**src/rtl/i2cbm_pkg.sv**
```systemverilog
package i2cbm_pkg;

    localparam int unsigned STEP_TICKS_WIDTH = 16;
    localparam logic [STEP_TICKS_WIDTH-1:0] STEP_TICKS_RESET = 16'd1000;

    typedef enum logic [2:0] {
        OP_TICK      = 3'd0,
        OP_START     = 3'd1,
        OP_STOP      = 3'd2,
        OP_SEND_BYTE = 3'd3,
        OP_RECV_BYTE = 3'd4,
        OP_SEND_ACK  = 3'd5,
        OP_RECV_ACK  = 3'd6
    } op_t;

    typedef enum logic [1:0] {
        ST_IDLE   = 2'd0,
        ST_BUSY   = 2'd1,
        ST_DONE   = 2'd2,
        ST_REJECT = 2'd3
    } status_t;

    typedef enum logic [1:0] {
        K_SCL    = 2'd0,
        K_SDA    = 2'd1,
        K_SAMPLE = 2'd2,
        K_END    = 2'd3
    } kind_t;

    typedef struct packed {
        logic [2:0] operation;
        logic [7:0] data_byte;
        logic       sda_in;
    } in_item_t;

    typedef struct packed {
        logic       scl_out;
        logic       sda_out;
        logic [1:0] status;
        logic [7:0] read_byte;
        logic       ack_seen;
    } out_item_t;

    // classified item as it travels from front to back
    typedef struct packed {
        op_t        op;
        logic [7:0] shift_init;
        logic       sda_in;
    } q_item_t;

    typedef struct packed {
        kind_t      kind;
        logic       val;
        logic [2:0] pos;
    } step_t;

    // bit number and phase of a three-step-per-bit sequence, idx below 24
    function automatic logic [4:0] bit_phase(logic [4:0] idx);
        logic [2:0] q;
        logic [1:0] r;
        q = 3'd0;
        r = 2'd0;
        for (int b = 0; b < 8; b++) begin
            if (idx >= 5'(3 * b)) begin
                q = 3'(b);
                r = 2'(idx - 5'(3 * b));
            end
        end
        return {q, r};
    endfunction

    function automatic step_t step_of(op_t cmd, logic [4:0] idx, logic [7:0] shift);
        step_t      s;
        logic [4:0] bp;
        logic [4:0] j;
        s.kind = K_END;
        s.val  = 1'b0;
        s.pos  = 3'd0;
        bp     = 5'd0;
        j      = idx - 5'd1;
        case (cmd)
            OP_START: begin
                case (idx)
                    5'd0: begin s.kind = K_SDA; s.val = 1'b1; end
                    5'd1: begin s.kind = K_SCL; s.val = 1'b1; end
                    5'd2: begin s.kind = K_SDA; s.val = 1'b0; end
                    5'd3: begin s.kind = K_SCL; s.val = 1'b0; end
                    default: s.kind = K_END;
                endcase
            end
            OP_STOP: begin
                case (idx)
                    5'd0: begin s.kind = K_SDA; s.val = 1'b0; end
                    5'd1: begin s.kind = K_SCL; s.val = 1'b1; end
                    5'd2: begin s.kind = K_SDA; s.val = 1'b1; end
                    default: s.kind = K_END;
                endcase
            end
            OP_SEND_BYTE: begin
                if (idx < 5'd24) begin
                    bp = bit_phase(idx);
                    if (bp[1:0] == 2'd0) begin
                        s.kind = K_SDA;
                        s.val  = shift[3'd7 - bp[4:2]];
                    end else begin
                        s.kind = K_SCL;
                        s.val  = (bp[1:0] == 2'd1);
                    end
                end
            end
            OP_RECV_BYTE: begin
                if (idx == 5'd0) begin
                    s.kind = K_SDA;
                    s.val  = 1'b1;
                end else if (idx < 5'd25) begin
                    bp = bit_phase(j);
                    if (bp[1:0] == 2'd1) begin
                        s.kind = K_SAMPLE;
                        s.pos  = 3'd7 - bp[4:2];
                    end else begin
                        s.kind = K_SCL;
                        s.val  = (bp[1:0] == 2'd0);
                    end
                end
            end
            OP_SEND_ACK: begin
                case (idx)
                    5'd0: begin s.kind = K_SDA; s.val = shift[0]; end
                    5'd1: begin s.kind = K_SCL; s.val = 1'b1; end
                    5'd2: begin s.kind = K_SCL; s.val = 1'b0; end
                    default: s.kind = K_END;
                endcase
            end
            OP_RECV_ACK: begin
                case (idx)
                    5'd0: begin s.kind = K_SDA; s.val = 1'b1; end
                    5'd1: begin s.kind = K_SCL; s.val = 1'b1; end
                    5'd2: begin s.kind = K_SAMPLE; s.pos = 3'd0; end
                    5'd3: begin s.kind = K_SCL; s.val = 1'b0; end
                    default: s.kind = K_END;
                endcase
            end
            default: s.kind = K_END;
        endcase
        return s;
    endfunction

endpackage

```
**src/rtl/i2cbm_front.sv**
```systemverilog
module i2cbm_front (
    input  logic                s_valid,
    output logic                s_ready,
    input  i2cbm_pkg::in_item_t s_item,
    output logic                push,
    input  logic                q_ready,
    output i2cbm_pkg::q_item_t  q_item
);

    assign s_ready = q_ready;
    assign push    = s_valid && q_ready;

    always_comb begin
        q_item.sda_in     = s_item.sda_in;
        q_item.shift_init = 8'd0;
        case (i2cbm_pkg::op_t'(s_item.operation))
            i2cbm_pkg::OP_START,
            i2cbm_pkg::OP_STOP,
            i2cbm_pkg::OP_RECV_BYTE,
            i2cbm_pkg::OP_RECV_ACK: begin
                q_item.op = i2cbm_pkg::op_t'(s_item.operation);
            end
            i2cbm_pkg::OP_SEND_BYTE: begin
                q_item.op         = i2cbm_pkg::OP_SEND_BYTE;
                q_item.shift_init = s_item.data_byte;
            end
            i2cbm_pkg::OP_SEND_ACK: begin
                q_item.op         = i2cbm_pkg::OP_SEND_ACK;
                q_item.shift_init = {7'd0, (s_item.data_byte != 8'd0)};
            end
            // tick, and the unused code that counts as a tick
            default: begin
                q_item.op = i2cbm_pkg::OP_TICK;
            end
        endcase
    end

endmodule

```
**src/rtl/i2cbm_queue.sv**
```systemverilog
module i2cbm_queue (
    input  logic               aclk,
    input  logic               aresetn,
    input  logic               push,
    input  i2cbm_pkg::q_item_t push_item,
    output logic               push_ready,
    input  logic               pop,
    output logic               pop_valid,
    output i2cbm_pkg::q_item_t pop_item
);

    i2cbm_pkg::q_item_t mem_reg [2];
    logic               wr_ptr_reg;
    logic               rd_ptr_reg;
    logic [1:0]         count_reg;

    assign push_ready = (count_reg != 2'd2);
    assign pop_valid  = (count_reg != 2'd0);
    assign pop_item   = mem_reg[rd_ptr_reg];

    always_ff @(posedge aclk) begin
        if (push) begin
            mem_reg[wr_ptr_reg] <= push_item;
        end
    end

    always_ff @(posedge aclk) begin
        if (!aresetn) begin
            wr_ptr_reg <= 1'b0;
            rd_ptr_reg <= 1'b0;
            count_reg  <= 2'd0;
        end else begin
            if (push) begin
                wr_ptr_reg <= ~wr_ptr_reg;
            end
            if (pop) begin
                rd_ptr_reg <= ~rd_ptr_reg;
            end
            count_reg <= count_reg + 2'(push) - 2'(pop);
        end
    end

endmodule

```
**src/rtl/i2cbm_back.sv**
```systemverilog
module i2cbm_back #(
    parameter int unsigned HOLD_COUNTER_WIDTH = 16
) (
    input  logic                                        aclk,
    input  logic                                        aresetn,
    input  logic [i2cbm_pkg::STEP_TICKS_WIDTH-1:0]      step_ticks,
    input  logic                                        q_valid,
    input  i2cbm_pkg::q_item_t                          q_item,
    output logic                                        pop,
    output logic                                        m_valid,
    input  logic                                        m_ready,
    output i2cbm_pkg::out_item_t                        m_item
);

    i2cbm_pkg::op_t           active_reg, active_next;
    logic [4:0]               idx_reg, idx_next;
    logic [HOLD_COUNTER_WIDTH-1:0] hold_reg, hold_next;
    logic [7:0]               shift_reg, shift_next;
    logic                     scl_reg, scl_next;
    logic                     sda_reg, sda_next;
    logic [7:0]               rx_byte_reg, rx_byte_next;
    logic                     rx_ack_reg, rx_ack_next;
    i2cbm_pkg::status_t       status;

    logic                     m_valid_reg;
    i2cbm_pkg::out_item_t     m_item_reg;

    logic [HOLD_COUNTER_WIDTH-1:0] hold_load;
    logic [HOLD_COUNTER_WIDTH-1:0] hold_dec;
    logic [4:0]               idx_inc;
    i2cbm_pkg::step_t         first_step;
    i2cbm_pkg::step_t         tick_step;

    // a zero hold counts as one tick
    assign hold_load = (HOLD_COUNTER_WIDTH'(step_ticks) == '0) ?
                       HOLD_COUNTER_WIDTH'(1) : HOLD_COUNTER_WIDTH'(step_ticks);
    assign hold_dec  = hold_reg - HOLD_COUNTER_WIDTH'(1);
    assign idx_inc   = idx_reg + 5'd1;

    assign pop     = q_valid && (!m_valid_reg || m_ready);
    assign m_valid = m_valid_reg;
    assign m_item  = m_item_reg;

    // step lookups: first step of a new command, next step of the running one
    always_comb begin
        first_step = i2cbm_pkg::step_of(q_item.op, 5'd0, q_item.shift_init);
        tick_step  = i2cbm_pkg::step_of(active_reg, idx_inc, shift_reg);
    end

    // next state of the sequencer for the beat being popped
    always_comb begin
        active_next  = active_reg;
        idx_next     = idx_reg;
        hold_next    = hold_reg;
        shift_next   = shift_reg;
        scl_next     = scl_reg;
        sda_next     = sda_reg;
        rx_byte_next = rx_byte_reg;
        rx_ack_next  = rx_ack_reg;
        status       = i2cbm_pkg::ST_IDLE;
        if (q_item.op != i2cbm_pkg::OP_TICK) begin
            if (active_reg != i2cbm_pkg::OP_TICK) begin
                status = i2cbm_pkg::ST_REJECT;
            end else begin
                status      = i2cbm_pkg::ST_BUSY;
                active_next = q_item.op;
                idx_next    = 5'd0;
                shift_next  = q_item.shift_init;
                hold_next   = hold_load;
                case (first_step.kind)
                    i2cbm_pkg::K_SCL: scl_next = first_step.val;
                    i2cbm_pkg::K_SDA: sda_next = first_step.val;
                    default: ;
                endcase
            end
        end else if (active_reg != i2cbm_pkg::OP_TICK) begin
            status    = i2cbm_pkg::ST_BUSY;
            hold_next = hold_dec;
            if (hold_dec == '0) begin
                case (tick_step.kind)
                    i2cbm_pkg::K_END: begin
                        if (active_reg == i2cbm_pkg::OP_RECV_BYTE) begin
                            rx_byte_next = shift_reg;
                        end else if (active_reg == i2cbm_pkg::OP_RECV_ACK) begin
                            rx_ack_next = shift_reg[0];
                        end
                        active_next = i2cbm_pkg::OP_TICK;
                        idx_next    = 5'd0;
                        status      = i2cbm_pkg::ST_DONE;
                    end
                    i2cbm_pkg::K_SCL: begin
                        scl_next  = tick_step.val;
                        idx_next  = idx_inc;
                        hold_next = hold_load;
                    end
                    i2cbm_pkg::K_SDA: begin
                        sda_next  = tick_step.val;
                        idx_next  = idx_inc;
                        hold_next = hold_load;
                    end
                    default: begin
                        shift_next[tick_step.pos] = shift_reg[tick_step.pos] | q_item.sda_in;
                        idx_next  = idx_inc;
                        hold_next = hold_load;
                    end
                endcase
            end
        end
    end

    always_ff @(posedge aclk) begin
        if (!aresetn) begin
            active_reg  <= i2cbm_pkg::OP_TICK;
            idx_reg     <= 5'd0;
            hold_reg    <= '0;
            shift_reg   <= 8'd0;
            scl_reg     <= 1'b1;
            sda_reg     <= 1'b1;
            rx_byte_reg <= 8'd0;
            rx_ack_reg  <= 1'b0;
            m_valid_reg <= 1'b0;
        end else begin
            if (pop) begin
                active_reg  <= active_next;
                idx_reg     <= idx_next;
                hold_reg    <= hold_next;
                shift_reg   <= shift_next;
                scl_reg     <= scl_next;
                sda_reg     <= sda_next;
                rx_byte_reg <= rx_byte_next;
                rx_ack_reg  <= rx_ack_next;
                m_valid_reg <= 1'b1;
            end else if (m_ready) begin
                m_valid_reg <= 1'b0;
            end
        end
    end

    always_ff @(posedge aclk) begin
        if (pop) begin
            m_item_reg.scl_out   <= scl_next;
            m_item_reg.sda_out   <= sda_next;
            m_item_reg.status    <= status;
            m_item_reg.read_byte <= rx_byte_next;
            m_item_reg.ack_seen  <= rx_ack_next;
        end
    end

endmodule

```
**src/rtl/i2c_bit_level_master.sv**
```systemverilog
// Bit-level I2C master for open-drain SCL/SDA (1 = released). Every input beat,
// a tick or a command, yields exactly one result beat with the pin drive, a
// status code, and the last received byte and ack. A command plays its pin
// steps, each held for step_ticks tick beats (zero counts as one); a command
// that arrives while another runs is answered with the rejected status and
// changes nothing. One beat is taken per clock at a sustained rate while results
// are taken; a result passes through a two-entry queue and then the output
// register. The rate is set by the step sequencer, which settles one beat per
// cycle when the output does not stall. step_ticks is written through cfg_* and
// should only change while no command is running.
module i2c_bit_level_master #(
    parameter int unsigned HOLD_COUNTER_WIDTH = 16
) (
    input  logic                                   aclk,
    input  logic                                   aresetn,
    input  logic                                   cfg_valid,
    output logic                                   cfg_ready,
    input  logic [i2cbm_pkg::STEP_TICKS_WIDTH-1:0] cfg_data,
    input  logic                                   s_valid,
    output logic                                   s_ready,
    input  i2cbm_pkg::in_item_t                    s_item,
    output logic                                   m_valid,
    input  logic                                   m_ready,
    output i2cbm_pkg::out_item_t                   m_item
);

    logic [i2cbm_pkg::STEP_TICKS_WIDTH-1:0] step_ticks_reg;
    logic               push;
    logic               q_ready;
    logic               q_valid;
    logic               pop;
    i2cbm_pkg::q_item_t front_item;
    i2cbm_pkg::q_item_t back_item;

    assign cfg_ready = 1'b1;

    always_ff @(posedge aclk) begin
        if (!aresetn) begin
            step_ticks_reg <= i2cbm_pkg::STEP_TICKS_RESET;
        end else if (cfg_valid) begin
            step_ticks_reg <= cfg_data;
        end
    end

    i2cbm_front u_front (
        .s_valid (s_valid),
        .s_ready (s_ready),
        .s_item  (s_item),
        .push    (push),
        .q_ready (q_ready),
        .q_item  (front_item)
    );

    i2cbm_queue u_queue (
        .aclk       (aclk),
        .aresetn    (aresetn),
        .push       (push),
        .push_item  (front_item),
        .push_ready (q_ready),
        .pop        (pop),
        .pop_valid  (q_valid),
        .pop_item   (back_item)
    );

    i2cbm_back #(
        .HOLD_COUNTER_WIDTH (HOLD_COUNTER_WIDTH)
    ) u_back (
        .aclk       (aclk),
        .aresetn    (aresetn),
        .step_ticks (step_ticks_reg),
        .q_valid    (q_valid),
        .q_item     (back_item),
        .pop        (pop),
        .m_valid    (m_valid),
        .m_ready    (m_ready),
        .m_item     (m_item)
    );

endmodule

```
**config.mk**
```make
export PLATFORM = sky130hd
export DESIGN_NAME = i2c_bit_level_master
export DESIGN_NICKNAME = d
export VERILOG_FILES = /design/src/rtl/i2cbm_pkg.sv /design/src/rtl/i2cbm_front.sv /design/src/rtl/i2cbm_queue.sv /design/src/rtl/i2cbm_back.sv /design/src/rtl/i2c_bit_level_master.sv
export SDC_FILE = /design/constraint.sdc
export NUM_CORES = 1
export LEC_CHECK = 0
export ABC_AREA = 1
export CORE_MARGIN = 2
export CORE_UTILIZATION = 25
export CTS_BUF_LIST = sky130_fd_sc_hd__clkbuf_16
export DETAILED_ROUTE_END_ITERATION = 6
export DONT_BUFFER_PORTS = 1
export PLACE_DENSITY = 0.37
export SYNTH_ARGS = -nofsm -noshare
export SYNTH_HDL_FRONTEND = slang
export SYNTH_HIERARCHICAL = 1
export SYNTH_SLANG_ARGS = --single-unit
export TNS_END_PERCENT = 100
```
**constraint.sdc**
```tcl
create_clock -name aclk -period 6.7 [get_ports aclk]
set_clock_uncertainty 0.2 [all_clocks]
set_input_delay 1.34 -clock aclk [delete_from_list [all_inputs] [get_ports aclk]]
set_output_delay 1.34 -clock aclk [all_outputs]
set_load 0.02 [all_outputs]
```
Word level (Yosys, flattened, before mapping)
Memory sizes are Yosys's and may differ from the RTL's. A register that Yosys moved wholly into a read port is not among the register bits.
Index checks and enable logic that the tools add are counted.
- bitwise operators: 3
- multiplexer cells: 129
- reduce and logical (&&, ||, !) cells: 34
- add/subtract/negate cells: 22
- magnitude comparators: 22
- equality and inequality tests: 30
- operators with widths (kind ; number):
    two-way mux 16 bit ; 6
    two-way mux 8 bit ; 10
    two-way mux 3 bit ; 24
    two-way mux 2 bit ; 34
    two-way mux 1 bit ; 33
    logical NOT 16 bit ; 2
    >= comparator 5 x 4 -> 1 bit, second input constant ; 6
    == test 3 bit, second input constant ; 9
    two-way mux 5 bit ; 5
    >= comparator 5 bit, second input constant ; 4
    == test 3 x 2 -> 1 bit, second input constant ; 6
    one-hot mux 2 bit (2 select lines) ; 4
    one-hot mux 8 bit (2 select lines) ; 1
    subtractor 16 x 1 -> 16 bit, second input constant ; 1
    subtractor 2 bit, second input constant ; 8
    less-than comparator 3 x 4 -> 1 bit, second input constant ; 3
    one-hot mux 2 bit (6 select lines) ; 1
    subtractor 2 x 1 -> 2 bit, second input constant ; 6
    == test 2 x 1 -> 1 bit, second input constant ; 5
    == test 5 x 2 -> 1 bit, second input constant ; 2
    >= comparator 5 x 1 -> 1 bit, second input constant ; 2
    >= comparator 5 x 2 -> 1 bit, second input constant ; 2
    >= comparator 5 x 3 -> 1 bit, second input constant ; 2
    logical NOT 2 bit ; 5
    37 further kinds ; 59
- input port bits: 33
- output and inout port bits: 16
- flip-flop bits (word level): 77
- bits in writable memories: 24
- logic and storage cells: 259
- memories: 1
- memories (memory ; depth ; width ; read ports ; clocked after memory_dff ; wr ports ; RTL line ; source):
    u_queue.mem_reg ; 2 ; 12 ; 1 ; 1 ; 1 ; i2cbm_queue.sv:12 ; i2cbm_pkg::q_item_t mem_reg [2];

Logic depth before layout (Yosys ltp)
Gate-level depths: netlist of the first run.
- depth after elaboration: 28
- gate-level depth with buffers: 29
- gate-level depth less buffers: 26

Hierarchy
Netlist of the first run, hierarchy kept.
- modules (own cells, without submodules) (module ; area an instance (um^2) ; instances ; cells each):
    i2cbm_back ; 4749.6 ; 1 ; 749
    i2cbm_queue ; 1129.8 ; 1 ; 70
    i2c_bit_level_master ; 658.1 ; 1 ; 92
    i2cbm_front ; 190.2 ; 1 ; 37

Least setup slack after synthesis of the first run
OpenSTA, ideal clock, no wires.
- kind: in2reg
- from: in m_ready
- to: reg u_queue.count_reg[1]
- required time: 6.385 ns
- setup slack: 3.310 ns
- cell stages on the path: 13
- path buffers: 1
- data arrival time: 3.075 ns
- cells stage by stage: inv_1 > nand2_1 > nand2_1 > inv_1 > buf_1 > ha_1 > inv_1 > ha_1 > inv_1 > nand2_1 > nand3_1 > nand2_1 > nor2_1
- word-level cells in the longest chain between the ends: 3
- ends and longest elaborated chain (what ; RTL line ; source):
    start, declared ; i2c_bit_level_master.sv:23 ; input logic m_ready,
    logical OR 1 bit ; i2cbm_back.sv:40 ; assign pop = q_valid && (!m_valid_reg || m_ready);
    logical AND 1 bit ; i2cbm_back.sv:40 ;
    via pop ; i2c_bit_level_master.sv:31 ; logic pop;
    subtractor 2 x 1 -> 2 bit ; i2cbm_queue.sv:39 ; count_reg <= count_reg + 2'(push) - 2'(pop);
    end signal, assigned ; i2cbm_queue.sv:39 ;
    end, declared ; i2cbm_queue.sv:15 ; logic [1:0] count_reg;
The timed path passes the listed nets, and every way through them passes these cells.
A chain may end at the register's enable or synchronous reset.

==> key figures, run 1 <==
Timing
  – Hold WS: 0.2807 ns
  – Fmax: around 0.23 GHz
  – Setup TNS: 0 ns
  – Worst-margin pin slew: around 1.1 ns
  – Period Utilization, post-route: 65.65%
  – Final min period: approximately 4.4 ns
  – Max-slew violation count: 0
  – Fin worst setup slack: about 2.3 ns
  – Final hold viol count: 0
  – Max_slew headroom: 29.02%
  – Final setup viols: 0
  – RSZ-0062 raised after global routing: false

Global routing
  – Gr usage total: 14.00%
  – Largest net degree at the start of global routing: 44
  – Vias in the first global route: 5,709
  – Initial antenna violation count: 0
  – Global route overflow: 0
  – First-pass GRT wire length: 31,320 µm

Routing
  – Drc violations: 0
  – WL final: 18,780 µm
  – Final ANT Viol Nets: 0
  – Iter 0 DRT Violations: 399
  – Total number of vias: 5,726
  – Routed len/inst: 14.68 µm
  – Vias per cell: between 4 and 5
  – DRT Pass-1 Iters: 5

Layout
  – Max reg flops: 24
  – Ant diodes: 0
  – Share of cells above drive strength 1: 13.75%
  – Finished Cell Area: 7281 µm²
  – Nets: 977
  – Area growth syn-to-layout: 8.220%
  – Fillers: 2,950

Worst setup path
  – R2r setup slk: 2.30 ns
  – Worst Path Arrival: 4.45 ns
  – Reg2reg path depth: 11
  – Crit path capture type: register
  – Reg-to-reg endpoint: u_back/rx_byte_reg[5]
  – CP Launch Type: register
  – Critical Path RT: 6.75 ns
  – Crit path kind: register to register
  – Slowest CP cell: dfxtp_1
  – Worst path cell trace: mux2_2 > or2_2 > nor2_2 > buf_4 > clkinv_1 > nor3_2 > nand4_4 > nand2_2 > o21ai_2 > o21ai_2 > inv_1
  – Most common cell on crit path: o21ai_2
  – Crit Path Max Fanout: 35
  – Slowest stage delay, CP: between 0.8 and 0.9 ns

Yosys
  – Avg Inst Size Synth: 7.097 µm²
  – Synth async-reset ratio: 0%
  – Synth Cell Area: 6728 µm²
  – Cell count after synthesis: 948
  – Sequential share of the synthesized area: 35.86%
  – Synthesized netlist net count: between 900 and 1,000
  – Ys Warns: 6
  – Yosys cell types: 53
  – Seq cells post-synth: 102
  – Top FF cell, synth: dfxtp_1
  – Post-synth EDFFs: 37

Power and ir drop
  – Max VDD drop: between 0.1 and 0.15 mV
  – Leakage: around 3.2 nW
  – Tot Pwr: about 2.7 mW
  – Pwr per Cell Area: roughly 370 nW/µm²

Clock network
  – CTS Buffer Depth: 2
  – H-tree depth: 3
  – CTS Hold Bufs: 0
  – Clock tree root driver cell: clkbuf_16
  – CTS tree: built
  – Postcts setup bufs: 0
  – Clock buffer count from CTS: 9
  – Post-cts sizing count: 0
  – Sink Count: ~100
  – Clock slew at reported path FFs: 0.08 ns
  – Clk Latency, worst-skew pair: about 0.36 ns

Floorplanning
  – Die X: around 170 µm
  – Core area: 26,650 µm²
  – Chip Height: between 150 and 200 µm
  – Row cnt: 60
  – Die area: 28,240 µm²
  – I/O pin count: between 40 and 50
  – Initial Util: around 25%

Outcome
  – Status: finished clean

Hold path
  – Worst min-delay path class: register to register
  – Hold Path Origin: u_back/scl_reg
  – Hold Crit Endpoint: u_back/scl_reg
  – Worst hold stages: 2

Place
  – GP Congestion: 0.7921
  – Setup WS pre-CTS: around 2.3 ns
  – IO buf count: 0
  – Area after DPL: 6983 µm²
  – Detailed Place HPWL: 14,170 µm

Flow run
  – Max Cap Violations: 0
[Yosys cell counts, drive strengths merged, types with 2 or more instances]
| cell | number | area share (%) |
|---|---|---|
| nand3 | 63 | 5.2 |
| xnor2 | 3 | 0.39 |
| edfxtp | 37 | 17 |
| and2 | 2 | 0.19 |
| a21oi | 54 | 4.2 |
| inv | 133 | 7.5 |
| buf | 17 | 2.2 |
| nand4 | 22 | 2.3 |
| o211ai | 2 | 0.22 |
| nand2 | 283 | 19 |
| nor3 | 8 | 0.67 |
| mux2 | 12 | 2.6 |
| a31oi | 8 | 0.74 |
| ha | 11 | 2.0 |
| dfxtp | 65 | 19 |
| o21bai | 2 | 0.22 |
| clkbuf | 12 | 0.69 |
| xor2 | 5 | 0.65 |
| nor4 | 8 | 0.74 |
| nand3b | 4 | 0.45 |
| or2 | 3 | 0.28 |
| o21ai | 57 | 5.2 |
| nor2 | 130 | 8.3 |
[logic make-up (layout without fill, tap and decap cells)]
kind of cell / after synthesis / count (layout) / synth area share, %
AOI/OAI and AO/OA: 128 / 128 / 11.33
xor gates and xnor gates: 8 / 8 / 1.042
adders and majority gates: 11 / 11 / 2.046
buffers and inverters: 163 / 153 / 10.51
DFF: 102 / 102 / 35.86
muxes: 12 / 12 / 2.566
other: 1 / 1 / 0.05574
and+or+nand+nor: 523 / 523 / 36.60
[power breakdown]
group | internal, mW | switching, mW
clock network | 0.265 | 0.269
registers | 0.825 | 0.173
logic | 0.389 | 0.777
[worst max-delay path: cells and delay by family, from the launching register on]
family / cells / cell delay [ns]
and+or+nand+nor: 5 / 1.55
buffers and inverters: 3 / 1.04
DFF: 1 / 0.82
muxes: 1 / 0.45
AOI/OAI and AO/OA: 2 / 0.21
[cells in the final DEF (no fill, tap or decap), types with 2 or more instances in the layout]
cell type,instances
o211ai_1,2
nor4_1,8
and2_1,2
o21bai_1,2
nand2_1,241
nor2_4,3
buf_4,3
a21oi_1,53
nor2_1,112
xor2_1,5
nand3_2,4
clkbuf_16,9
inv_8,3
a31oi_1,8
nand4_1,21
xnor2_1,3
nand3b_1,4
o21ai_0,36
inv_4,3
o21ai_1,5
nand2_2,28
nor3_1,7
mux2_4,10
inv_2,9
o21ai_2,15
edfxtp_1,37
nand2_4,13
nand3_1,58
inv_1,121
nor2_2,14
dfxtp_1,65
mux2_2,2
ha_1,11
[metal layers]
metal | track usage [%] | wire (µm)
met1 | 19.83 | 9638
met2 | 21.63 | 8118
met5 | 0 | 0
met3 | 2.891 | 759
met4 | 3.667 | 259
[worst max-delay path by stage]
stage,from,cells after the start,endpoint
floorplan,m_ready,13,u_queue/count_reg[1]
global placement,register,11,u_back/rx_byte_reg[5]
detailed placement,register,11,u_back/rx_byte_reg[5]
CTS,register,11,u_back/rx_byte_reg[5]
global route,register,11,u_back/rx_byte_reg[3]
finish,register,11,u_back/rx_byte_reg[5]
[stage by stage]
stage          utilization [%]  cells
2_1_floorplan                -    948
3_3_place_gp             26.20   1263
3_5_place_dp             26.20   1263
4_1_cts                  27.32   1279
5_1_grt                  27.32   1279
6_report                 27.32   1279
[final cells by class]
cell class / instances / area [µm²] / share of cell area (%)
inverter: 134 / 510.5 / 7.012
clock inverter: 7 / 72.57 / 0.9967
sequential: 102 / 2412 / 33.13
multi-input combinational: 683 / 3611 / 49.60
clock buffer: 9 / 225.2 / 3.093
timing repair buffer: 3 / 22.52 / 0.3093
tap: 341 / 426.7 / 5.860
(Power assumes the default switching activity.)
==> run 2, diff against run 1 <==
--- a/config.mk
+++ b/config.mk
@@ -5,13 +5,13 @@
 export SDC_FILE = /design/constraint.sdc
 export NUM_CORES = 1
 export LEC_CHECK = 0
-export ABC_AREA = 1
+export ABC_AREA = 0
 export CORE_MARGIN = 2
 export CORE_UTILIZATION = 25
 export CTS_BUF_LIST = sky130_fd_sc_hd__clkbuf_16
 export DETAILED_ROUTE_END_ITERATION = 6
 export DONT_BUFFER_PORTS = 1
-export PLACE_DENSITY = 0.37
+export PLACE_DENSITY = 0.39
 export SYNTH_ARGS = -nofsm -noshare
 export SYNTH_HDL_FRONTEND = slang
 export SYNTH_HIERARCHICAL = 1
==> constraint.sdc (replaced) <==
create_clock -name aclk -period 3.76 [get_ports aclk]
set_clock_uncertainty 0.2 [all_clocks]
set_input_delay 0.752 -clock aclk [delete_from_list [all_inputs] [get_ports aclk]]
set_output_delay 0.752 -clock aclk [all_outputs]
set_load 0.02 [all_outputs]
==> run 2 against run 1 <==
Power rose by 92%. Non-clock buffer count rose by 127. Critical path depth rose by 1. Cell area rose by 19%. Core utilization rose by 5.0 points. Via count rose by 11%. Fmax rose by 18%. Global-route usage rose by 2.0 points. Critical path type unchanged.
==> key figures, run 2 <==
Yosys
  – Synth Cell Area: 6835 µm² (was 6728 µm²)
  – Cell count after synthesis: 798 (was 948)
  – Largest area contributor in the netlist: dfxtp_1 (unchanged)
  – Ys Warns: 6 (unchanged)
  – Seq cells post-synth: 102 (unchanged)
  – Commonest cells in the netlist: 65 x dfxtp_1, 64 x nor2_1, 62 x nand2_1 (was 241 x nand2_1, 121 x inv_1, 113 x nor2_1)
  – Avg Inst Size Synth: 8.566 µm² (was 7.097 µm²)
  – Post-synth EDFFs: 37 (unchanged)
  – Synth async-reset ratio: 0% (unchanged)
  – Post-synth top area share: 19.04% (was 19.34%)
  – Largest cells by area after synthesis: dfxtp_1 19%, edfxtp_1 16%, mux2i_1 5.4% (was dfxtp_1 19%, edfxtp_1 17%, nand2_1 13%)
  – Synthesized netlist net count: 842 (was 992)
  – Yosys cell types: 90 (was 53)
  – Top FF cell, synth: dfxtp_1 (unchanged)
  – Sequential share of the synthesized area: 35.29% (was 35.86%)
  – Count leader, synth: dfxtp_1 (was nand2_1)

Worst setup path
  – Crit path capture type: register (unchanged)
  – Slowest stage delay, CP: 0.52 ns (was 0.82 ns)
  – Crit Path Max Fanout: 6 (was 35)
  – Worst Path Arrival: 3.76 ns (was 4.45 ns)
  – Cell family with most CP delay: simple AND/OR/NAND/NOR gates (unchanged)
  – Reg2reg path depth: 12 (was 11)
  – WP buf/inv: 1 (was 3)
  – CP Launch Type: register (unchanged)
  – Worst path cell trace: inv_4 > ha_4 > and4bb_1 > a211oi_2 > or3_4 > and2_4 > o2111a_1 > a2111o_1 > or2_1 > or4b_1 > o22ai_1 > a21oi_1 (was mux2_2 > or2_2 > nor2_2 > buf_4 > clkinv_1 > nor3_2 > nand4_4 > nand2_2 > o21ai_2 > o21ai_2 > inv_1)
  – Crit path kind: register to register (unchanged)
  – Critical path depth: 12 (was 11)
  – Critical Path RT: 3.80 ns (was 6.75 ns)
  – Slowest CP cell: a2111o_1 (was dfxtp_1)

Power and ir drop
  – Clk pwr share: 18.4% (was 19.8%)
  – Net Sw Power: 2.251 mW (was 1.219 mW)
  – Tot Pwr: 5.174 mW (was 2.698 mW)
  – Sw Share: 43.50% (was 45.20%)
  – Max VDD drop: 0.3233 mV (was 0.1426 mV)
  – Cell Int Power: 2.923 mW (was 1.478 mW)
  – Comb power frac: 47.0% (was 43.2%)
  – Pwr per Cell Area: 595.9 nW/µm² (was 370.5 nW/µm²)
  – Leakage: 3.360 nW (was 3.178 nW)
  – Sequential power share: 34.6% (was 37.0%)

Floorplanning
  – Die X: 169.4 µm (was 168.0 µm)
  – Initial Util: 25.43% (was 25.24%)
  – Chip Height: 169.4 µm (was 168.0 µm)
  – Row cnt: 60 (unchanged)
  – Core area: 26,880 µm² (was 26,650 µm²)
  – I/O pin count: 49 (unchanged)
  – Die area: 28,680 µm² (was 28,240 µm²)

Routing
  – Iter 0 DRT Violations: 431 (was 399)
  – Routed len/inst: 18.27 µm (was 14.68 µm)
  – Vias per cell: 5.186 (was 4.477)
  – Total number of vias: 6,374 (was 5,726)
  – WL final: 22,450 µm (was 18,780 µm)
  – Final ANT Viol Nets: 0 (unchanged)
  – Drc violations: 0 (unchanged)
  – DRT Pass-1 Iters: 7 (was 5)

Global routing
  – Initial antenna violation count: 0 (unchanged)
  – Gr usage total: 16.04% (was 14.00%)
  – Largest net degree at the start of global routing: 49 (was 44)
  – First-pass GRT wire length: 35,890 µm (was 31,320 µm)
  – Vias in the first global route: 6,200 (was 5,709)
  – Global route overflow: 0 (unchanged)

Clock network
  – CTS Buffer Depth: 2 (unchanged)
  – Clock slew at reported path FFs: 0.08 ns (about the same)
  – Clock buffer count from CTS: 9 (unchanged)
  – CTS Hold Bufs: 0 (unchanged)
  – H-tree depth: 3 (unchanged)
  – Clock tree root driver cell: clkbuf_16 (unchanged)
  – Clk Latency, worst-skew pair: 0.37 ns (was 0.36 ns)
  – Sink Count: 102 (unchanged)
  – CTS tree: built (unchanged)

Place
  – Area after DPL: 7951 µm² (was 6983 µm²)
  – GP Congestion: 0.8264 (was 0.7921)
  – IO buf count: 0 (unchanged)
  – Detailed Place HPWL: 16,470 µm (was 14,170 µm)
  – Placed Cells: 1,202 (was 1,263)

Layout
  – Share of cells above drive strength 1: 27.36% (was 13.75%)
  – Finished Cell Area: 8682 µm² (was 7281 µm²)
  – Multi-input logic area: 4318 µm² (was 3611 µm²)
  – Commonest non-fill, non-tap cells in the layout: 115 x buf_4, 63 x nor2_1, 62 x dfxtp_1, 60 x nand2_1, 44 x a21oi_1 (was 241 x nand2_1, 121 x inv_1, 112 x nor2_1, 65 x dfxtp_1, 58 x nand3_1)
  – Fin cells: 1,229 (was 1,279)
  – Reg area: 2421 µm² (was 2412 µm²)
  – Final Util: 32.30% (was 27.32%)
  – Nets: 927 (was 977)
  – Most common cell after layout, fill and taps aside: buf_4 (was nand2_1)
  – Ant diodes: 0 (unchanged)
  – Area growth syn-to-layout: 27.02% (was 8.220%)
  – Fillers: 2,877 (was 2,950)
  – Max reg flops: 24 (unchanged)

Hold path
  – Worst min-delay path class: input port to register (was register to register)
  – Worst hold stages: 1 (was 2)

Timing
  – Final hold viol count: 0 (unchanged)
  – Max-slew violation count: 0 (unchanged)
  – Final min period: 3.728 ns (was 4.398 ns)
  – Max_slew headroom: 44.01% (was 29.02%)
  – Final setup viols: 0 (unchanged)
  – RSZ-0062 raised after global routing: true (was false)
  – Worst-margin pin slew: 0.8399 ns (was 1.061 ns)
  – Fmax: 0.2683 GHz (was 0.2274 GHz)
  – Setup TNS: 0 ns (unchanged)
  – Period Utilization, post-route: 99.14% (was 65.65%)

Outcome
  – Status: finished clean (unchanged)

Flow run
  – Max Cap Violations: 0 (unchanged)
-- run 2: cell count changes after synthesis, sizes merged, moves of 12 or more --
cell / before / now
nor3: 8 / 21
and2: 2 / 24
nor2b: 0 / 23
nand4: 22 / 10
nand3: 63 / 30
mux2: 12 / 27
nand2: 283 / 62
mux2i: 0 / 37
clkbuf: 12 / 30
inv: 133 / 26
nor2: 130 / 65
-- run 2: area by class of cell --
type                    instances  area share, %
multi-input cells             611          49.73
clock inverters                 7         0.8070
flip-flops and latches        102          27.89
well taps                     341          4.914
repair buffers                130          12.78
clock buffers                   9          2.594
inverters                      29          1.283
-- run 2: final timing paths --
check,start,endpoint,slack (ns)
worst min-delay path,aresetn,step_ticks_reg[3],0.24
worst min register to register,u_back/rx_ack_reg,u_back/rx_ack_reg,0.28
worst max-delay path,u_back/idx_reg[0],u_back/shift_reg[2],0.03
worst max register to register,u_back/idx_reg[0],u_back/shift_reg[2],0.03
-- run 2: logic make-up (layout without fill, tap and decap cells) --
logic type	count (synthesis)	in the layout	share of synthesized area [%]
buffers and inverters	85	175	5.931
XOR/XNOR	11	11	1.611
multiplexers	64	64	9.866
other	1	1	0.05486
AND/OR/NAND/NOR	300	300	22.94
adder cells (fa/ha/maj)	11	11	2.014
AO/OA/AOI/OAI	224	224	22.30
flip-flops	102	102	35.29
-- run 2: metal layers --
layer	share of wire (%)	vias to the layer above	track usage [%]
li1	-	3140	-
met1	52	3077	23.56
met2	43	142	24.17
met3	3.7	15	3.008
met4	1.2	0	3.790
met5	0	-	0
-- run 2: power groups by stage --
stage               combinational, mW  clock [mW]  sequential [mW]
floorplan                        1.56           0             1.64
global route                     2.69        1.04             1.83
global placement                 2.23           0             1.82
finish                           2.43       0.954             1.79
detailed placement               2.21           0             1.81
CTS                              2.33       0.993             1.79
-- run 2: timing repair --
action                     in CTS  in global routing
resized for setup              25                 51
pin swaps                      16                 32
setup buffers                   8                  5
setup endpoints to repair      30                 53
cloned                          2                  0
-- run 2: through the flow --
step	hold slack (ns)	worst slack, ns
global placement	0.2615	-0.2924
global route	0.2236	-0.09177
CTS	0.2284	-0.05766
floorplan	0.2400	0.004381
finish	0.2365	0.03222
detailed placement	0.2607	-0.2439
